## src/design/sampled_hot_key_detector_unit_defines.svh

```systemverilog
// assertion macros shared by shkd_dp and shkd_ctrl
`ifndef SAMPLED_HOT_KEY_DETECTOR_UNIT_DEFINES_SVH
`define SAMPLED_HOT_KEY_DETECTOR_UNIT_DEFINES_SVH

// same-cycle implication, checked after reset
`define SHKD_ASSERT_NOW(label, ante, cons, msg) \
    label: assert property (@(posedge i_clk) disable iff (!i_rst_n) (ante) |-> (cons)) \
        else $error(msg);

// next-cycle implication, checked after reset
`define SHKD_ASSERT_NEXT(label, ante, cons, msg) \
    label: assert property (@(posedge i_clk) disable iff (!i_rst_n) (ante) |=> (cons)) \
        else $error(msg);

`endif

```

## src/design/shkd_pkg.sv

```systemverilog
`timescale 1ns / 1ps
package shkd_pkg;

    localparam int WINDOW_DEPTH  = 1024;
    localparam int KEY_HASH_BITS = 32;
    localparam int IDX_W         = $clog2(WINDOW_DEPTH);
    localparam int OCC_W         = $clog2(WINDOW_DEPTH + 1);

    localparam logic [63:0] USEC_PER_SEC = 64'd1000000;
    localparam logic [10:0] MAX_RATE     = 11'd1024;
    localparam int CFG_DATA_W = 48;
    localparam int CFG_ADDR_W = 3;

    // register indexes
    typedef enum logic [CFG_ADDR_W-1:0] {
        CFG_SAMPLE_RATE = 3'd0,
        CFG_WINDOW_SIZE = 3'd1,
        CFG_REDLINE_QPS = 3'd2,
        CFG_COUNT_THR   = 3'd3,
        CFG_BW_THR      = 3'd4
    } t_cfg_idx;

    typedef enum logic [1:0] {
        VERDICT_NONE = 2'd0,
        VERDICT_RATE = 2'd1,
        VERDICT_BW   = 2'd2
    } t_verdict;

    typedef struct packed {
        logic [31:0] key_hash;
        logic [7:0]  key_length;
        logic [20:0] value_length;
        logic [63:0] time_usec;
    } t_in_word;

    typedef struct packed {
        logic [1:0]  verdict;
        logic        sampled;
        logic [10:0] key_count;
    } t_out_word;

    // controller to datapath
    typedef struct packed {
        logic accept;
        logic scan_run;
        logic pop;
        logic mul1;
        logic mul2;
        logic mul3;
        logic div_start;
        logic decide;
        logic load_out;
    } t_cmd;

    // datapath to controller
    typedef struct packed {
        logic sample;
        logic scan_done;
        logic pop_need;
        logic div_busy;
    } t_sts;

endpackage

```

## src/design/shkd_ctrl.sv

```systemverilog
`timescale 1ns / 1ps
`include "sampled_hot_key_detector_unit_defines.svh"
module shkd_ctrl (
    input  logic           i_clk,
    input  logic           i_rst_n,
    input  logic           i_in_valid,
    output logic           o_in_stall,
    output logic           o_out_valid,
    input  logic           i_out_stall,
    input  shkd_pkg::t_sts i_sts,
    output shkd_pkg::t_cmd o_cmd
);

    typedef enum logic [3:0] {
        S_IDLE,
        S_SCAN,
        S_POP,
        S_MUL1,
        S_MUL2,
        S_MUL3,
        S_DIV_GO,
        S_DIV_WAIT,
        S_DECIDE,
        S_DONE
    } t_state;

    t_state r_state;
    t_state n_state;
    logic   r_out_valid;
    logic   n_out_valid;
    logic   out_free;

    assign out_free = !r_out_valid || !i_out_stall;

    // next state and commands
    always_comb begin
        n_state     = r_state;
        n_out_valid = r_out_valid && i_out_stall;
        o_cmd       = '0;
        unique case (r_state)
            S_IDLE: begin
                if (i_in_valid) begin
                    o_cmd.accept = 1'b1;
                    n_state      = i_sts.sample ? S_SCAN : S_DONE;
                end
            end
            S_SCAN: begin
                o_cmd.scan_run = 1'b1;
                if (i_sts.scan_done) begin
                    n_state = S_POP;
                end
            end
            S_POP: begin
                if (i_sts.pop_need) begin
                    o_cmd.pop = 1'b1;
                    n_state   = S_MUL1;
                end else begin
                    n_state = S_DONE;
                end
            end
            S_MUL1: begin
                o_cmd.mul1 = 1'b1;
                n_state    = S_MUL2;
            end
            S_MUL2: begin
                o_cmd.mul2 = 1'b1;
                n_state    = S_MUL3;
            end
            S_MUL3: begin
                o_cmd.mul3 = 1'b1;
                n_state    = S_DIV_GO;
            end
            S_DIV_GO: begin
                o_cmd.div_start = 1'b1;
                n_state         = S_DIV_WAIT;
            end
            S_DIV_WAIT: begin
                if (!i_sts.div_busy) begin
                    n_state = S_DECIDE;
                end
            end
            S_DECIDE: begin
                o_cmd.decide = 1'b1;
                n_state      = S_DONE;
            end
            S_DONE: begin
                if (out_free) begin
                    o_cmd.load_out = 1'b1;
                    n_out_valid    = 1'b1;
                    n_state        = S_IDLE;
                end
            end
            default: begin
                n_state = S_IDLE;
            end
        endcase
    end

    // state and output valid
    always_ff @(posedge i_clk) begin
        if (!i_rst_n) begin
            r_state     <= S_IDLE;
            r_out_valid <= 1'b0;
        end else begin
            r_state     <= n_state;
            r_out_valid <= n_out_valid;
        end
    end

    assign o_in_stall  = (r_state != S_IDLE);
    assign o_out_valid = r_out_valid;

    `SHKD_ASSERT_NEXT(a_done_loads, (r_state == S_DONE) && out_free, r_out_valid, "result not shown")
    `SHKD_ASSERT_NOW(a_idle_div, r_state == S_IDLE, !i_sts.div_busy, "divider busy while idle")
    `SHKD_ASSERT_NOW(a_pop_need, o_cmd.pop, i_sts.pop_need, "pop without full window")

endmodule

```

## config.mk

```make
export PLATFORM = sky130hd
export DESIGN_NAME = shkd_ctrl
export DESIGN_NICKNAME = d
export VERILOG_FILES = /design/src/design/shkd_pkg.sv /design/src/design/shkd_ctrl.sv
export VERILOG_INCLUDE_DIRS = /design/src /design/src/design
export SDC_FILE = /design/constraint.sdc
export NUM_CORES = 1
export LEC_CHECK = 0
export ABC_CLOCK_PERIOD_IN_PS = 1600
export BUFFER_PORTS_ARGS = -buffer_cell sky130_fd_sc_hd__buf_2
export CORE_AREA = 3 3 40 42
export DETAILED_ROUTE_END_ITERATION = 6
export DIE_AREA = 0 0 43 45
export PLACE_DENSITY = 0.58
export SLEW_MARGIN = 40
export SYNTH_ARGS = -nofsm -noshare
export SYNTH_HDL_FRONTEND = slang
export SYNTH_SLANG_ARGS = --single-unit
export TNS_END_PERCENT = 50
```

## constraint.sdc

```tcl
create_clock -name i_clk -period 1.6 [get_ports i_clk]
set_clock_uncertainty 0.1 [all_clocks]
set_input_delay 0.08 -clock i_clk [delete_from_list [all_inputs] [get_ports i_clk]]
set_output_delay 0.08 -clock i_clk [all_outputs]
set_load 0.01 [all_outputs]
```

==> metrics.cfg <==
[run_status]
status = finished, final reports clean

[power]
peakVddDrop_mv = 0.513
switching_share_pct = 41.8
power.density_nw_per_um2 = 1490
p_comb_share_pct = 57.3
p_int_mw = 0.478
p_sw_mw = 0.343
leakagePower_nw = 0.267
seqPwrFrac_pct = 25.5
p_total_mw = 0.822
clkPwrFrac_pct = 17.1

[placed_design]
port_buffers = 18
dpl.hpwl_um = 867
gp_congestion = 0.775

[final_layout]
nets = 83
drive_gt1_share_pct = 41.9
seqCellArea_sq_um = 101
num-fill-cells = 133
antenna_cells = 0
syn2layout_area_growth_pct = 38.4
multi_input_area_sq_um = 277

[setup_path]
crit_type = reg -> reg
worstRegToRegCells = 4
worstPathRequired_ns = 1.61
endpoint_kind = flop
cpMaxStageDelayCell = or3_4
cp.arrival_ns = 1.54
max_stage_delay_ns = 0.40
cp.depth = 4
crit_family = simple AND/OR/NAND/NOR gates
critPathMaxFanout = 7
startpoint_type = flop
crit_chain = or3_4 > o32ai_2 > nor3_2 > o2bb2ai_1
critPathBufInv = 0

[timing]
hold_viol = 0
max_slew_margin_pct = 80.1
period_needed_ns = 1.52
finalSetupTns_ns = 0
fmax_ghz = 0.656
drv_slew = 0
period_share_pct = 95.2
worst_pin_slew_ns = 0.296
report.final.setup_viol = 0
rsz0062_at_grt = no

[synthesis]
seq_area_frac_synth_pct = 25.2
syn_area_sq_um = 398
synth_cell_types = 24
yosysWarnings = 0
syn_inst = 51
netlist.area_leader.share_pct = 25.2
synth_area_per_cell_sq_um = 7.80
synth_nets = 59
synth-seq-cells = 5
yosys.area.top_type = dfxtp_1
synth.area.top_cells = dfxtp_1, a21oi_1, and4b_1, nor3_1, and3_1

[drt]
drt_iter0_drc = 3
wl_met1_um = 483
drc_errors = 0
top_layer = met4
drtAntennaViolNets = 0
wl_mm = 1.08
viasPerCell = 5.09
first_pass_iters = 3
vias = 453
wl_met2_um = 508
wl_per_cell_um = 12.1
dr_wl_met3_um = 78

[clock_tree]
path_clk_slew_ns = 0.05
cts.sink_count = 5
htree_levels = 1
cts-root-to-sink-buffers = 2
cts_made_buffers = 3
cts_tree = yes
cts-root-buf = clkbuf_4
clock_latency_ns = 0.23
cts-hold-fix-buffers = 0

[flow_run]
max-cap-violations = 0

[floorplanning]
core_sq_um = 1280
dieArea_sq_um = 1940
die_width_um = 43
num_rows = 13
initial_utilization_pct = 31.0
boundaryPins = 19
die_h_um = 45

[grt]
antenna_found_initial = 0
grt_pass1_vias = 407
grtUsageTotal_pct = 12.6
grt_pass1_wl_mm = 1.81
overflow = 0
grt_max_degree = 10

[worst_hold_path]
min_delay_path_depth = 3
hp-class = in -> reg

-- final timing paths --
check	start	end	slack (ns)
min	i_out_stall	o_out_valid	0.03
min reg2reg	o_out_valid	o_out_valid	0.40
max	r_state[1]	r_state[1]	0.08
max reg2reg	r_state[1]	r_state[1]	0.08
-- Yosys cell counts (all sizes together) --
cell type,n
a21boi,1
a21oi,5
and3,3
and4b,2
buf,2
clkbuf,1
dfxtp,5
inv,2
mux2i,1
nand2,4
nand2b,2
nand3,2
nand4bb,1
nor2,5
nor3,5
nor3b,2
nor4,1
o211ai,2
o2bb2ai,1
o311a,1
o32ai,1
or2b,1
or3,1
-- worst reg2reg max path, delay by kind of cell, from the launching register on --
family	cells	cell delay, ns
AO/OA/AOI/OAI	2	0.43
AND/OR/NAND/NOR	2	0.51
flip-flops	1	0.37
-- cells by family (layout without fill, tap and decap cells) --
| family | count (synthesis) | after routing | synth area share, % |
|---|---|---|---|
| buf+inv | 5 | 28 | 5.35 |
| mux | 1 | 1 | 2.52 |
| flops | 5 | 5 | 25.2 |
| compound gates | 11 | 11 | 20.8 |
| simple gates | 29 | 29 | 46.2 |
-- metrics by stage --
stage	worst slack, ns	cell area [sq um]	cells	hold WS [ns]	utilization (%)
after global routing	0.0168	551	89	0.0399	42.8
after floorplan	0.235	398	51	0.111	-
after global placement	0.108	523	85	0.264	40.7
after detailed placement	0.109	523	85	0.272	40.7
after CTS	0.0257	549	89	0.0201	42.7
final	0.0765	551	89	0.0271	42.8
-- sequential cells by signal, indices dropped and copies added (netlist names) --
register,count
r_state,4
o_out_valid,1
-- power groups by stage --
stage / combinational, mW / sequential (mW) / clock [mW]
after global placement: 0.469 / 0.204 / 0
after global routing: 0.519 / 0.218 / 0.155
after CTS: 0.470 / 0.205 / 0.148
final: 0.471 / 0.210 / 0.141
after detailed placement: 0.469 / 0.208 / 0
after floorplan: 0.330 / 0.192 / 0
-- cell usage in the layout, fill, tap and decap left out, types with 3 or more instances in the layout --
| cell | instances |
|---|---|
| buf_2 | 18 |
| nor2_1 | 5 |
| a21oi_1 | 5 |
| nor3_1 | 4 |
| nand2_1 | 4 |
| dfxtp_1 | 4 |
| buf_4 | 4 |
| and3_1 | 3 |
| clkbuf_4 | 3 |
-- per-layer routing --
metal | vias to the layer above | track usage (%)
met5 | - | 0
met4 | 0 | 7.23
met3 | 2 | 2.79
met2 | 13 | 21.9
met1 | 200 | 14.2
li1 | 238 | -
-- what timing repair did --
action | in CTS | in global routing
setup buffers | 0 | 0
resized for setup | 0 | 1
endpoints found under the setup margin | 0 | 3
-- final cells by class --
cell class | instances | share of cell area, %
flip-flops and latches | 5 | 18.4
clock buffers | 4 | 4.77
well taps | 15 | 3.41
multi-input cells | 41 | 50.2
repair buffers | 22 | 21.8
inverters | 2 | 1.36
(Power assumes the default switching activity.)
